===== config.mk =====
export PLATFORM = sky130hd
export DESIGN_NAME = html_entity_decoder
export DESIGN_NICKNAME = d
export VERILOG_FILES = /design/src/rtl/hed_pkg.sv /design/src/rtl/hed_match.sv /design/src/rtl/hed_obuf.sv /design/src/rtl/html_entity_decoder.sv
export VERILOG_INCLUDE_DIRS = /design/src /design/src/rtl
export SDC_FILE = /design/constraint.sdc
export NUM_CORES = 1
export LEC_CHECK = 0
export BUFFER_PORTS_ARGS = -buffer_cell sky130_fd_sc_hd__buf_4
export CAP_MARGIN = 30
export CORE_ASPECT_RATIO = 0.5
export CORE_MARGIN = 4
export CORE_UTILIZATION = 55
export CTS_BUF_LIST = sky130_fd_sc_hd__clkbuf_4 sky130_fd_sc_hd__clkbuf_8
export CTS_CLUSTER_SIZE = 8
export DETAILED_ROUTE_END_ITERATION = 6
export MAX_ROUTING_LAYER = met4
export PLACE_DENSITY = 0.72
export SLEW_MARGIN = 20
export SYNTH_ARGS = -nofsm -noshare
export SYNTH_HDL_FRONTEND = slang
export SYNTH_SLANG_ARGS = --single-unit

===== constraint.sdc =====
create_clock -name clk -period 7.93 [get_ports clk]
set_clock_uncertainty 0.15 [all_clocks]
set_input_delay 1.586 -clock clk [delete_from_list [all_inputs] [get_ports clk]]
set_output_delay 1.586 -clock clk [all_outputs]
set_load 0.1 [all_outputs]

===== src/rtl/html_entity_decoder_defines.svh =====
// assertion macros for the html entity decoder
`ifndef HTML_ENTITY_DECODER_DEFINES_SVH
`define HTML_ENTITY_DECODER_DEFINES_SVH

// condition holds whenever the antecedent holds in the same cycle
`define HED_ASSERT_NOW(lbl, ante, cons, msg) \
    lbl: assert property (@(posedge clk) disable iff (!rst_n) (ante) |-> (cons)) \
        else $error(msg);

// condition holds in the cycle after the antecedent
`define HED_ASSERT_NEXT(lbl, ante, cons, msg) \
    lbl: assert property (@(posedge clk) disable iff (!rst_n) (ante) |=> (cons)) \
        else $error(msg);

`endif


===== src/rtl/hed_pkg.sv =====
// package of constants, entity tables and shared types for the entity decoder
package hed_pkg;

    localparam int OUTPUT_CAPACITY = 1024;
    localparam int CNT_W           = $clog2(OUTPUT_CAPACITY);
    localparam int CMP_W           = (CNT_W > 3) ? CNT_W : 3;
    localparam int HOLD_MAX        = 5;
    localparam int RES_MAX         = HOLD_MAX + 1;
    localparam int ENT_COUNT       = 5;
    localparam int ENT_MAX_LEN     = 6;

    localparam logic [7:0] AMP_CHAR = 8'h26;

    localparam logic [7:0] ENT_TEXT [ENT_COUNT][ENT_MAX_LEN] = '{
        '{8'h26, 8'h61, 8'h6d, 8'h70, 8'h3b, 8'h00},
        '{8'h26, 8'h6c, 8'h74, 8'h3b, 8'h00, 8'h00},
        '{8'h26, 8'h67, 8'h74, 8'h3b, 8'h00, 8'h00},
        '{8'h26, 8'h71, 8'h75, 8'h6f, 8'h74, 8'h3b},
        '{8'h26, 8'h23, 8'h33, 8'h39, 8'h3b, 8'h00}
    };
    localparam logic [2:0] ENT_LEN [ENT_COUNT] = '{3'd5, 3'd4, 3'd4, 3'd6, 3'd5};
    localparam logic [7:0] ENT_CHAR [ENT_COUNT] = '{8'h26, 8'h3c, 8'h3e, 8'h22, 8'h27};

    typedef struct packed {
        logic [HOLD_MAX-1:0][7:0] bytes;
        logic [2:0]               count;
        logic [CNT_W-1:0]         emitted;
        logic                     overflow;
    } hold_state_t;

    typedef struct packed {
        logic [RES_MAX-1:0][7:0] chars;
        logic [2:0]              count;
        logic                    char_valid;
        logic                    eos;
        logic                    trunc;
    } res_batch_t;

endpackage


===== src/rtl/hed_match.sv =====
// entity matcher: builds the result batch and next hold state for one input byte
module hed_match (
    input  hed_pkg::hold_state_t st,
    input  logic [7:0]           in_char,
    input  logic                 last,
    output hed_pkg::hold_state_t st_next,
    output hed_pkg::res_batch_t  batch
);
    import hed_pkg::*;

    always_comb
    begin
        logic [2:0]       len;
        logic [7:0]       win_c [RES_MAX];
        logic             m;
        logic             hit;
        logic             pref;
        logic [7:0]       hit_char;
        logic [2:0]       n;
        logic [CMP_W-1:0] avail;
        logic [CMP_W-1:0] n_x;
        logic [2:0]       d;
        logic             over;
        logic             ovf_str;

        len = st.count + 3'd1;
        for (int i = 0; i < RES_MAX; i++)
        begin
            win_c[i] = in_char;
            if (i < HOLD_MAX)
            begin
                if (3'(i) < st.count)
                begin
                    win_c[i] = st.bytes[i];
                end
            end
        end

        hit      = 1'b0;
        pref     = 1'b0;
        hit_char = 8'h00;
        for (int e = 0; e < ENT_COUNT; e++)
        begin
            m = (len <= ENT_LEN[e]);
            for (int i = 0; i < ENT_MAX_LEN; i++)
            begin
                if (3'(i) < len && win_c[i] != ENT_TEXT[e][i])
                begin
                    m = 1'b0;
                end
            end
            if (m && len == ENT_LEN[e])
            begin
                hit      = 1'b1;
                hit_char = ENT_CHAR[e];
            end
            if (m && len < ENT_LEN[e])
            begin
                pref = 1'b1;
            end
        end

        st_next = st;
        for (int i = 0; i < RES_MAX; i++)
        begin
            batch.chars[i] = win_c[i];
        end

        if (hit)
        begin
            batch.chars[0] = hit_char;
            n              = 3'd1;
            st_next.count  = 3'd0;
        end
        else if (pref && st.count < 3'(HOLD_MAX))
        begin
            if (last)
            begin
                n             = len;
                st_next.count = 3'd0;
            end
            else
            begin
                n = 3'd0;
                for (int i = 0; i < HOLD_MAX; i++)
                begin
                    if (3'(i) == st.count)
                    begin
                        st_next.bytes[i] = in_char;
                    end
                end
                st_next.count = len;
            end
        end
        else if (in_char == AMP_CHAR && !last)
        begin
            n                = st.count;
            st_next.bytes[0] = in_char;
            st_next.count    = 3'd1;
        end
        else
        begin
            n             = len;
            st_next.count = 3'd0;
        end

        // capacity check on the whole batch
        avail   = CMP_W'(OUTPUT_CAPACITY - 1) - CMP_W'(st.emitted);
        n_x     = CMP_W'(n);
        over    = (n_x > avail);
        d       = over ? avail[2:0] : n;
        ovf_str = st.overflow | over;

        if (last)
        begin
            st_next.bytes    = '0;
            st_next.emitted  = '0;
            st_next.overflow = 1'b0;
        end
        else
        begin
            st_next.emitted  = CNT_W'(CMP_W'(st.emitted) + CMP_W'(d));
            st_next.overflow = ovf_str;
        end

        batch.eos        = last;
        batch.trunc      = ovf_str;
        batch.char_valid = 1'b1;
        batch.count      = d;
        if (last && d == 3'd0)
        begin
            batch.chars[0]   = 8'h00;
            batch.char_valid = 1'b0;
            batch.count      = 3'd1;
        end
    end

endmodule


===== src/rtl/hed_obuf.sv =====
// result buffer: holds one item's batch of results and sends them one per cycle while the receiver is ready
module hed_obuf (
    input  logic                clk,
    input  logic                rst_n,
    input  logic                load,
    input  hed_pkg::res_batch_t batch,
    output logic                ready,
    output logic                m_axis_tvalid,
    input  logic                m_axis_tready,
    output logic [7:0]          m_axis_tdata,   // out_char
    output logic                m_axis_tlast,   // end_of_string
    output logic [1:0]          m_axis_tuser    // char_valid, truncated
);
    import hed_pkg::*;

    logic [RES_MAX-1:0][7:0] chars_reg;
    logic [2:0]              rem_reg;
    logic                    cv_reg;
    logic                    eos_reg;
    logic                    trunc_reg;
    logic                    pop;

    assign m_axis_tvalid = (rem_reg != 3'd0);
    assign pop           = m_axis_tvalid && m_axis_tready;
    assign ready         = (rem_reg == 3'd0) || (rem_reg == 3'd1 && m_axis_tready);

    assign m_axis_tdata  = chars_reg[0];
    assign m_axis_tlast  = eos_reg && (rem_reg == 3'd1);
    assign m_axis_tuser  = {m_axis_tlast && trunc_reg, cv_reg};

    always_ff @(posedge clk or negedge rst_n)
    begin
        if (!rst_n)
        begin
            rem_reg <= 3'd0;
        end
        else if (load)
        begin
            rem_reg <= batch.count;
        end
        else if (pop)
        begin
            rem_reg <= rem_reg - 3'd1;
        end
    end

    always_ff @(posedge clk)
    begin
        if (load)
        begin
            chars_reg <= batch.chars;
            cv_reg    <= batch.char_valid;
            eos_reg   <= batch.eos;
            trunc_reg <= batch.trunc;
        end
        else if (pop)
        begin
            chars_reg <= chars_reg >> 8;
        end
    end

endmodule


===== src/rtl/html_entity_decoder.sv =====
// the first result of an accepted item is offered in the next cycle
// throughput: one item per cycle while each item gives at most one result and the receiver is ready
// an item that releases k held bytes gives k results on the result port,
// and the input is held off while all but the last of them drain
// reset (async, active low) clears the hold, the string counters and the result buffer
`include "html_entity_decoder_defines.svh"

module html_entity_decoder (
    input  logic       clk,
    input  logic       rst_n,
    input  logic       s_axis_tvalid,
    output logic       s_axis_tready,
    input  logic [7:0] s_axis_tdata,   // in_char
    input  logic       s_axis_tlast,   // last
    output logic       m_axis_tvalid,
    input  logic       m_axis_tready,
    output logic [7:0] m_axis_tdata,   // out_char
    output logic       m_axis_tlast,   // end_of_string
    output logic [1:0] m_axis_tuser    // char_valid, truncated
);
    import hed_pkg::*;

    hold_state_t state_reg;
    hold_state_t state_next;
    res_batch_t  batch;
    logic        accept;

    assign accept = s_axis_tvalid && s_axis_tready;

    hed_match u_match (
        .st      (state_reg),
        .in_char (s_axis_tdata),
        .last    (s_axis_tlast),
        .st_next (state_next),
        .batch   (batch)
    );

    hed_obuf u_obuf (
        .clk           (clk),
        .rst_n         (rst_n),
        .load          (accept),
        .batch         (batch),
        .ready         (s_axis_tready),
        .m_axis_tvalid (m_axis_tvalid),
        .m_axis_tready (m_axis_tready),
        .m_axis_tdata  (m_axis_tdata),
        .m_axis_tlast  (m_axis_tlast),
        .m_axis_tuser  (m_axis_tuser)
    );

    always_ff @(posedge clk or negedge rst_n)
    begin
        if (!rst_n)
        begin
            state_reg <= '0;
        end
        else if (accept)
        begin
            state_reg <= state_next;
        end
    end

    `HED_ASSERT_NOW(a_hold_bound, 1'b1, state_reg.count <= 3'(HOLD_MAX), "hold count above limit")
    `HED_ASSERT_NOW(a_emit_bound, 1'b1, CMP_W'(state_reg.emitted) <= CMP_W'(OUTPUT_CAPACITY - 1), "emitted count above capacity")
    `HED_ASSERT_NEXT(a_end_clears, accept && s_axis_tlast, state_reg.count == 3'd0 && state_reg.emitted == '0 && !state_reg.overflow, "string state not cleared at end")
    `HED_ASSERT_NOW(a_bare_end, m_axis_tvalid && !m_axis_tuser[0], m_axis_tlast, "bare marker without end flag")

endmodule


==> metrics.csv, run 1 <==
metric;value;unit
status;completed;
p_sw;0.000972;W
track_usage;0.292;
max_stage_delay;0.76;ns
htreeDepth;3;
io_buffers;25;
cts_tree;built;
p_leak;2.94;nW
crit_slowest_cell;dfrtp_1;
coreArea;11300;um2
synth_area_leaders;edfxtp_1 (23%), dfrtp_1 (22%), nand2_1 (6.3%);
min_path_cells;2;
worst_slew_pin_slew;0.938;ns
hold_viol;0;
fp.dieArea;13800;um2
critPathLaunchType;flip-flop;
tns;0;ns
rows;27;
routedWlPerCell;23.0;um
combPwrFrac;0.447;
peakVddDrop;0.224;mV
fin_crit;6.75;ns
synth.distinct_cells;83;
die_h;85.1;um
synth_edf_count;51;
reg2reg_to;state_reg[5];
worstPathCellList;inv_1, ha_1, nor2b_1, nor2_2, or3_4, o2111ai_1, a21oi_1, o41ai_4, nor2_2, nor3_1, ha_1, nand3_1, nand4_1, a211oi_1, buf_4, inv_1, mux2i_2, o31ai_4, ha_1, fa_1, a21oi_1, nor2b_1, mux2_2, o21ai_0;
slew_headroom;0.375;
initial_core_util;0.578;
drive_above_1_share;0.113;
dr.pass1.iters;5;
synth_commonest_cells;nand2_1 (109), dfrtp_1 (57), edfxtp_1 (51);
post_cts_buffers;0;
p_int;0.00121;W
largest_reg_flops;54;
gp_congestion;1.04;
syn_inst;678;
worstSkewPairLatency;0.38;ns
yosys_register_bits;108;
r2r_start;state_reg[12];
clk_pin_slew;0.11;ns
cts_buffers;9;
overflow;0;
io_pins;26;
grt_pass1_vias;5259;
layout.area.seq;2960;um2
seqPwrFrac;0.389;
crit_fanout;16;
holdCritPathClass;reg2reg;
arrival;6.91;ns
drtIter0Drc;700;
grt_antenna_before_repair;0;
ys_seq_area_frac;0.452;
cts_max_path_buffers;2;
cts_hold_buf;0;
cts_sinks;108;
rsz0062_at_grt;no;
rrSetupSlack;1.18;ns
synth_warnings;0;
fill_cells;984;
nets;697;
vias_per_cell;6.53;
holdPathEnd;state_reg[0];
ctsResizeCount;0;
finalCritPeriodShare;0.851;
grt_max_degree;63;
power_frac_clock;0.163;
async_reset_ff_frac;0.528;
fp.dieW;162;um
dp_hpwl;13200;um
cp-end-kind;flip-flop;
p_per_area;314;nW/um2
syn-mean-instance-area;9.66;um2
maxCapViolations;0;
synth_top_flop_cell;dfrtp_1;
crit_family;compound AO/OA/AOI/OAI gates;
r2r_cells;24;
crit_buf_inv;3;
hold_slack;0.355;ns
crit_path_frequent_cell;ha_1;
area_growth;6.19;%
startpoint;state_reg[12];
drv_slew;0;
multi_input_area;3280;um2
postRouteAntennaNets;0;
drc_errors;0;
vias;5443;
synth_nets;705;
syn-cell-area;6550;um2
diodes;0;
fmax;0.148;GHz
setup_violations;0;
hp-start;state_reg[0];
clock-root-buffer;clkbuf_8;
yosysMostFrequentCell;nand2_1;
p_sw_frac;0.445;
synth_top_area_cell;edfxtp_1;
grt_first_pass_wirelength;30100;um
critPathKind;reg2reg;
wl;19200;um
synth_top_area_frac;0.234;
cp.required;8.09;ns
[per-stage QoR]
stage	utilization	cell area (um2)	cells	total power, W	worst slack (ns)
final	0.614	6950	834	0.00219	1.18
after global routing	0.614	6950	834	0.00231	0.698
after CTS	0.614	6950	834	0.00217	1.28
after detailed placement	0.596	6740	818	0.00182	0.894
after global placement	0.596	6740	818	0.00181	1.05
after floorplan	-	6550	678	0.00157	0.974
[worst register-to-register path, cell delays in order, from the launching register on]
cell       delay, ns
dfrtp_1         0.76
inv_1           0.31
ha_1            0.50
nor2b_1         0.27
nor2_2          0.09
or3_4           0.43
o2111ai_1       0.14
a21oi_1         0.13
o41ai_4         0.61
nor2_2          0.13
nor3_1          0.38
ha_1            0.32
nand3_1         0.08
nand4_1         0.09
a211oi_1        0.24
buf_4           0.21
inv_1           0.12
mux2i_2         0.24
o31ai_4         0.14
ha_1            0.24
fa_1            0.43
a21oi_1         0.14
nor2b_1         0.09
mux2_2          0.27
o21ai_0         0.15
[worst max path at each step]
| stage | to | slack (ns) | cells after the start |
|---|---|---|---|
| final | state_reg[5] | 1.18 | 24 |
| after global routing | state_reg[9] | 0.70 | 26 |
| after CTS | state_reg[5] | 1.28 | 24 |
| after detailed placement | state_reg[9] | 0.89 | 25 |
| after global placement | state_reg[9] | 1.05 | 25 |
| after floorplan | state_reg[5] | 0.97 | 23 |
[area by class of cell]
cell class,instances,area share
multi-input cells,502,0.472
well taps,159,0.0286
clock buffers,9,0.0178
clock inverters,7,0.0124
flip-flops and latches,108,0.425
repair buffers,32,0.0346
inverters,17,0.00918
[cell usage in the layout (no fill, tap or decap), types with 16 or more instances in the layout]
cell      Yosys  routed
a21oi_1      28      28
o21ai_0      34      34
nand3_1      16      16
a22o_1       25      25
nor2_1       46      46
dfrtp_1      57      57
edfxtp_1     51      51
a31oi_1      23      23
mux2i_1      34      34
nand2_1     109     108
buf_4        10      32
nor3_1       17      17
[power groups by stage]
stage	clock network, W	logic [W]	registers, W
floorplan	0	0.000749	0.000819
global placement	0	0.000957	0.000855
detailed placement	0	0.000960	0.000858
CTS	0.000363	0.000963	0.000848
global route	0.000388	0.00105	0.000866
finish	0.000357	0.000978	0.000851
[logic make-up after synthesis]
family / Yosys count / share of synthesized area
flip-flops: 108 / 0.452
buffers and inverters: 68 / 0.0474
multiplexers: 39 / 0.0610
AND/OR/NAND/NOR: 279 / 0.220
XOR/XNOR: 9 / 0.0132
AO/OA/AOI/OAI: 160 / 0.177
adder cells (fa/ha/maj): 15 / 0.0294
[metal layers]
metal	track usage	up-vias	wire length [um]
li1	-	2476	-
met1	0.424	2673	8860
met2	0.405	264	7910
met3	0.0805	30	2100
met4	0.0721	0	310
met5	-	-	0
No activity file was read; power rests on OpenSTA's default activity.
==> inputs of run 2 (changes only) <==
--- a/config.mk
+++ b/config.mk
@@ -14,8 +14,9 @@
 export CTS_BUF_LIST = sky130_fd_sc_hd__clkbuf_4 sky130_fd_sc_hd__clkbuf_8
 export CTS_CLUSTER_SIZE = 8
 export DETAILED_ROUTE_END_ITERATION = 6
+export GPL_TIMING_DRIVEN = 0
 export MAX_ROUTING_LAYER = met4
-export PLACE_DENSITY = 0.72
+export PLACE_DENSITY_LB_ADDON = 0.25
 export SLEW_MARGIN = 20
 export SYNTH_ARGS = -nofsm -noshare
 export SYNTH_HDL_FRONTEND = slang
==> run 2 against run 1 <==
Critical path depth is 1 higher. Non-clock buffer count is 40 higher. Hold slack better by 0.024 ns. Combinational power is 7% higher. Largest cell class unchanged. Largest power group unchanged.
==> metrics.csv, run 2 (synthesis gave the netlist of run 1 again) <==
metric;value;unit;change
slew_headroom;0.363;;was 0.375
postPlaceCellArea;6930;um2;was 6740 um2
p_leak;3.06;nW;was 2.94 nW
overflow;0;;unchanged
maxCapViolations;0;;unchanged
grt_first_pass_wirelength;32300;um;was 30100 um
drive_above_1_share;0.123;;was 0.113
p_int;0.00125;W;was 0.00121 W
p_per_area;316;nW/um2;was 314 nW/um2
fp.dieW;162;um;unchanged
clk_pin_slew;0.13;ns;was 0.11 ns
setup_violations;0;;unchanged
startpoint;s_axis_tdata[1];;was state_reg[12]
cts_tree;built;;unchanged
endpoint;state_reg[7];;was state_reg[5]
hold_viol;0;;unchanged
rrSetupSlack;0.46;ns;was 1.18 ns
fmax;0.131;GHz;was 0.148 GHz
routedWlPerCell;24.1;um;was 23.0 um
grt_pass1_vias;5359;;was 5259
holdCritPathClass;reg2reg;;unchanged
dp_hpwl;15700;um;was 13200 um
fin_crit;7.61;ns;was 6.75 ns
initial_core_util;0.578;;unchanged
hold_slack;0.378;ns;was 0.355 ns
r2r_start;state_reg[11];;was state_reg[12]
finalCritPeriodShare;0.959;;was 0.851
finalPower;0.00227;W;was 0.00219 W
critPathLaunchType;input port;;was flip-flop
largest_reg_flops;54;;unchanged
diodes;0;;unchanged
track_usage;0.321;;was 0.292
reg2reg_to;state_reg[7];;was state_reg[5]
vias;5734;;was 5443
grt_max_degree;58;;was 63
final_common_cell;nand2_1;;unchanged
cts_sinks;108;;unchanged
p_sw_frac;0.450;;was 0.445
io_buffers;20;;was 25
tns;0;ns;unchanged
arrival;7.73;ns;was 6.91 ns
fp.dieArea;13800;um2;unchanged
cp-end-kind;flip-flop;;unchanged
vias_per_cell;6.56;;was 6.53
die_h;85.1;um;unchanged
postRouteAntennaNets;0;;unchanged
htreeDepth;3;;unchanged
worstSkewPairLatency;0.40;ns;was 0.38 ns
p_sw;0.00102;W;was 0.000972 W
power_frac_clock;0.171;;was 0.163
r2r_cells;26;;was 24
hp-start;state_reg[0];;unchanged
drv_slew;0;;unchanged
critPathKind;in2reg;;was reg2reg
cp.required;8.06;ns;was 8.09 ns
fin_util;0.636;;was 0.614
wl;21100;um;was 19200 um
coreArea;11300;um2;unchanged
combPwrFrac;0.460;;was 0.447
drtIter0Drc;910;;was 700
rows;27;;unchanged
area_growth;9.94;%;was 6.19%
final_cell_mix;nand2_1 (109), dfrtp_1 (57), edfxtp_1 (51);;was nand2_1 (108), dfrtp_1 (57), edfxtp_1 (51)
cts_max_path_buffers;2;;unchanged
crit_slowest_cell;or3b_2;;was dfrtp_1
io_pins;26;;unchanged
status;completed;;unchanged
drc_errors;0;;unchanged
peakVddDrop;0.218;mV;was 0.224 mV
grt_antenna_before_repair;0;;unchanged
dr.pass1.iters;5;;unchanged
nets;737;;was 697
cts_buffers;9;;unchanged
gp_congestion;0.969;;was 1.04
post_cts_buffers;0;;unchanged
max_stage_delay;0.55;ns;was 0.76 ns
seqPwrFrac;0.369;;was 0.389
design_area;7200;um2;was 6950 um2
clock-root-buffer;clkbuf_8;;unchanged
crit_fanout;10;;was 16
worst_slew_pin_slew;0.955;ns;was 0.938 ns
run 2: cell count changes in the layout (fill, tap and decap cells not counted), sizes merged:
cell      change
clkinvlp      -2
inv           +2
buf          +10
clkbuf       +30
run 2: layout make-up:
class	count	area (um2)
plain buffers	51	246
clock buffers	9	124
clock inverters	7	115
fillers	963	4120
inverters	17	63.8
multi-input cells	502	3320
flip-flops and latches	108	2960
well taps	159	199
repair buffers	21	170
run 2: worst min path at each step:
stage                                        end  cells after the start
after floorplan                     state_reg[0]                      2
after global placement              state_reg[0]                      2
after detailed placement  u_obuf.m_axis_tdata[2]                      2
after CTS                 u_obuf.m_axis_tdata[2]                      2
after global routing               state_reg[19]                      1
final                               state_reg[0]                      2
run 2: what timing repair did:
| action | in CTS | in global routing |
|---|---|---|
| endpoints found under the setup margin | 5 | 7 |
| hold buffers | 0 | 0 |
| gates resized for setup | 1 | 4 |
run 2: metrics by stage:
stage | setup slack [ns] | cells
after floorplan | 0.974 | 678
after global placement | -0.921 | 857
after detailed placement | -0.545 | 858
after CTS | 0.155 | 874
after global routing | -0.0166 | 874
final | 0.323 | 874
run 2: worst max-delay path: cells and delay by family:
family                     cells  cell delay (ns)
and+or+nand+nor                8             2.13
AOI/OAI and AO/OA              9             1.84
adders and majority gates      3             0.99
buffers and inverters          4             0.87
muxes                          1             0.28
run 2: per-layer routing:
metal	global-route usage	vias to the layer above	routed length, um
li1	-	2566	-
met1	0.486	2748	9610
met2	0.421	388	8290
met3	0.104	32	2930
met4	0.0530	0	252
met5	-	-	0
run 2: power by group through the flow:
stage / sequential (W) / clock, W / combinational (W)
after global routing: 0.000852 / 0.000414 / 0.00112
after global placement: 0.000844 / 0 / 0.000996
after floorplan: 0.000819 / 0 / 0.000749
after detailed placement: 0.000847 / 0 / 0.00102
after CTS: 0.000836 / 0.000389 / 0.00102
final: 0.000839 / 0.000388 / 0.00105
==> inputs of run 3 (changes only) <==
--- a/config.mk
+++ b/config.mk
@@ -6,6 +6,7 @@
 export SDC_FILE = /design/constraint.sdc
 export NUM_CORES = 1
 export LEC_CHECK = 0
+export ABC_AREA = 1
 export BUFFER_PORTS_ARGS = -buffer_cell sky130_fd_sc_hd__buf_4
 export CAP_MARGIN = 30
 export CORE_ASPECT_RATIO = 0.5
==> run 3 against run 2 <==
Clock power fell by 17%. Fmax rose by 20%. Non-clock buffer count fell by 8. Largest power group unchanged. Critical path type unchanged. Combinational power rose by 52%. Utilization fell by 0.67 points. Global-route usage fell by 4.7 points.
==> metrics.csv, run 3 <==
metric;value;unit;change
synth-adder-area-share;0.0283;;was 0.0294
ys_seq_area_frac;0.458;;was 0.452
area_growth;9.18;%;was 9.94%
synth_nets;869;;was 705
synth_top_area_frac;0.237;;was 0.234
synth.distinct_cells;46;;was 83
syn-cell-area;6460;um2;was 6550 um2
holdCritPathClass;reg2reg;;unchanged
grt_first_pass_wirelength;28300;um;was 32300 um
cts_hold_buf;0;;unchanged
ctsResizeCount;0;;was 1
layout.area.seq;2960;um2;unchanged
hold_slack;0.351;ns;was 0.378 ns
final_cell_mix;nand2_1 (290), o21ai_0 (105), inv_1 (70);;was nand2_1 (109), dfrtp_1 (57), edfxtp_1 (51)
fin_crit;6.32;ns;was 7.61 ns
drtIter0Drc;507;;was 910
yosysMostFrequentCell;nand2_1;;unchanged
arrival;6.44;ns;was 7.73 ns
rrSetupSlack;2.19;ns;was 0.46 ns
syn-mean-instance-area;7.68;um2;was 9.66 um2
synthXorXnorAreaFrac;0.00271;;was 0.0132
cts_buffers;9;;unchanged
crit_path_frequent_cell;nand2_1;;
syn_inst;842;;was 678
coreArea;11200;um2;was 11300 um2
drv_slew;0;;unchanged
dr.pass1.iters;6;;was 5
cp-end-kind;flip-flop;;unchanged
rsz0062_at_grt;no;;
post_cts_buffers;0;;unchanged
synthMuxAreaShare;0;;was 0.0610
dp_hpwl;13600;um;was 15700 um
hold_viol;0;;unchanged
grt_use_met2;0.405;;was 0.421
tns;0;ns;unchanged
routedWlPerCell;16.8;um;was 24.1 um
synth_top_flop_cell;dfrtp_1;;unchanged
power_frac_clock;0.110;;was 0.171
yosys_register_bits;108;;unchanged
nets;906;;was 737
drc_errors;0;;unchanged
cts_sinks;108;;unchanged
grt_antenna_before_repair;0;;unchanged
synth_compound_area_frac;0.134;;was 0.177
die_h;84.7;um;was 85.1 um
reg2reg_to;state_reg[9];;was state_reg[7]
fp.dieW;161;um;was 162 um
grt_most_used_layer;met2;;was met1
synth_top_area_cell;edfxtp_1;;unchanged
final_common_cell;nand2_1;;unchanged
synth_area_leaders;edfxtp_1 (24%), dfrtp_1 (22%), nand2_1 (17%);;was edfxtp_1 (23%), dfrtp_1 (22%), nand2_1 (6.3%)
seqPwrFrac;0.344;;was 0.369
vias;5846;;was 5734
synth_commonest_cells;nand2_1 (290), o21ai_0 (105), inv_1 (71);;was nand2_1 (109), dfrtp_1 (57), edfxtp_1 (51)
gp_congestion;1.01;;was 0.969
io_pins;26;;unchanged
overflow;0;;unchanged
fmax;0.158;GHz;was 0.131 GHz
async_reset_ff_frac;0.528;;unchanged
crit_slowest_cell;o21ai_0;;was or3b_2
finalCritPeriodShare;0.797;;was 0.959
cp.required;8.05;ns;was 8.06 ns
maxCapViolations;0;;unchanged
p_per_area;415;nW/um2;was 316 nW/um2
cts_tree;built;;unchanged
multi_input_area;2950;um2;was 3320 um2
p_int;0.00150;W;was 0.00125 W
r2r_cells;34;;was 26
grt_max_degree;58;;unchanged
synth_warnings;0;;unchanged
r2r_start;state_reg[11];;unchanged
rows;27;;unchanged
status;completed;;unchanged
min_path_cells;2;;unchanged
critPathKind;in2reg;;unchanged
synth_edf_count;51;;unchanged
max_stage_delay;0.38;ns;was 0.55 ns
vias_per_cell;5.60;;was 6.56
synthSimpleGateAreaFrac;0.292;;was 0.220
clock-root-buffer;clkbuf_8;;unchanged
wl;17600;um;was 21100 um
worstSkewPairLatency;0.38;ns;was 0.40 ns
p_leak;3.30;nW;was 3.06 nW
clk_pin_slew;0.11;ns;was 0.13 ns
p_sw_frac;0.489;;was 0.450
synth_top_family_by_area;simple AND/OR/NAND/NOR gates;;unchanged
crit_fanout;6;;was 10
largest_reg_flops;54;;unchanged
fp.dieArea;13700;um2;was 13800 um2
postRouteAntennaNets;0;;unchanged
grt_pass1_vias;5563;;was 5359
htreeDepth;3;;unchanged
worst_slew_pin_slew;0.840;ns;was 0.955 ns
peakVddDrop;0.249;mV;was 0.218 mV
initial_core_util;0.576;;was 0.578
drive_above_1_share;0.119;;was 0.123
diodes;0;;unchanged
setup_violations;0;;unchanged
io_buffers;25;;was 20
critPathLaunchType;input port;;unchanged
p_sw;0.00143;W;was 0.00102 W
met1_usage;0.369;;was 0.486
startpoint;s_axis_tdata[5];;was s_axis_tdata[1]
cts_max_path_buffers;2;;unchanged
track_usage;0.273;;was 0.321
slew_headroom;0.440;;was 0.363
combPwrFrac;0.546;;was 0.460
fill_cells;1012;;was 963
endpoint;state_reg[9];;was state_reg[7]
grt_use_met3;0.0770;;was 0.104
[run 3: changes by cell type after synthesis, sizes merged, moves of 10 or more]
| cell | change |
|---|---|
| clkbuf | -19 |
| mux2i | -35 |
| nor3 | -12 |
| a22o | -25 |
| nor2 | +23 |
| o21ai | +87 |
| a31oi | -19 |
| inv | +60 |
| and3 | -10 |
| nand3 | +26 |
| nand2 | +193 |
[run 3: layout make-up]
class | count | area share
Multi-Input combinational cell | 619 | 0.418
Clock buffer | 9 | 0.0176
Inverter | 77 | 0.0413
Sequential cell | 108 | 0.419
Tap cell | 159 | 0.0282
Buffer | 38 | 0.0371
Timing Repair Buffer | 26 | 0.0294
Clock inverter | 7 | 0.00887
[run 3: logic make-up after synthesis]
| kind of cell | count (synthesis) |
|---|---|
| flip-flops | 108 |
| XOR/XNOR | 2 |
| AND/OR/NAND/NOR | 446 |
| buffers and inverters | 115 |
| AO/OA/AOI/OAI | 157 |
| adder cells (fa/ha/maj) | 14 |
[run 3: how the worst min path moves through the flow]
stage                   from             to  slack, ns
2_1_floorplan  state_reg[48]  state_reg[48]       0.29
3_3_place_gp   state_reg[23]  state_reg[23]       0.32
3_5_place_dp   state_reg[20]  state_reg[20]       0.32
4_1_cts        state_reg[20]  state_reg[20]       0.35
5_1_grt        state_reg[21]  state_reg[21]       0.36
6_report       state_reg[19]  state_reg[19]       0.35
[run 3: per-stage QoR]
stage | util | power [W] | std cells | setup slack, ns | instance area (um2)
2_1_floorplan | - | 0.00220 | 842 | 2.15 | 6460
5_1_grt | 0.629 | 0.00317 | 1043 | 0.957 | 7060
3_5_place_dp | 0.613 | 0.00260 | 1027 | 1.34 | 6870
4_1_cts | 0.629 | 0.00292 | 1043 | 1.73 | 7060
3_3_place_gp | 0.611 | 0.00254 | 1026 | 1.44 | 6850
6_report | 0.629 | 0.00293 | 1043 | 1.61 | 7060
[run 3: power groups by stage]
stage                     sequential [W]  combinational (W)  clock [W]
final                            0.00101            0.00160   0.000322
after global routing             0.00103            0.00179   0.000352
after CTS                        0.00101            0.00158   0.000326
after detailed placement         0.00102            0.00158          0
after global placement           0.00101            0.00153          0
after floorplan                 0.000982            0.00122          0
[run 3: layer usage]
| layer | part of all wire | routed length [um] |
|---|---|---|
| met5 | 0 | 0 |
| met4 | 0.017 | 297 |
| met3 | 0.099 | 1730 |
| met2 | 0.44 | 7690 |
| met1 | 0.45 | 7830 |
[run 3: critical path, delay by kind of cell]
family / cells / cell delay [ns]
AOI/OAI and AO/OA: 7 / 1.45
adders and majority gates: 3 / 0.70
buffers and inverters: 5 / 0.56
and+or+nand+nor: 19 / 2.17
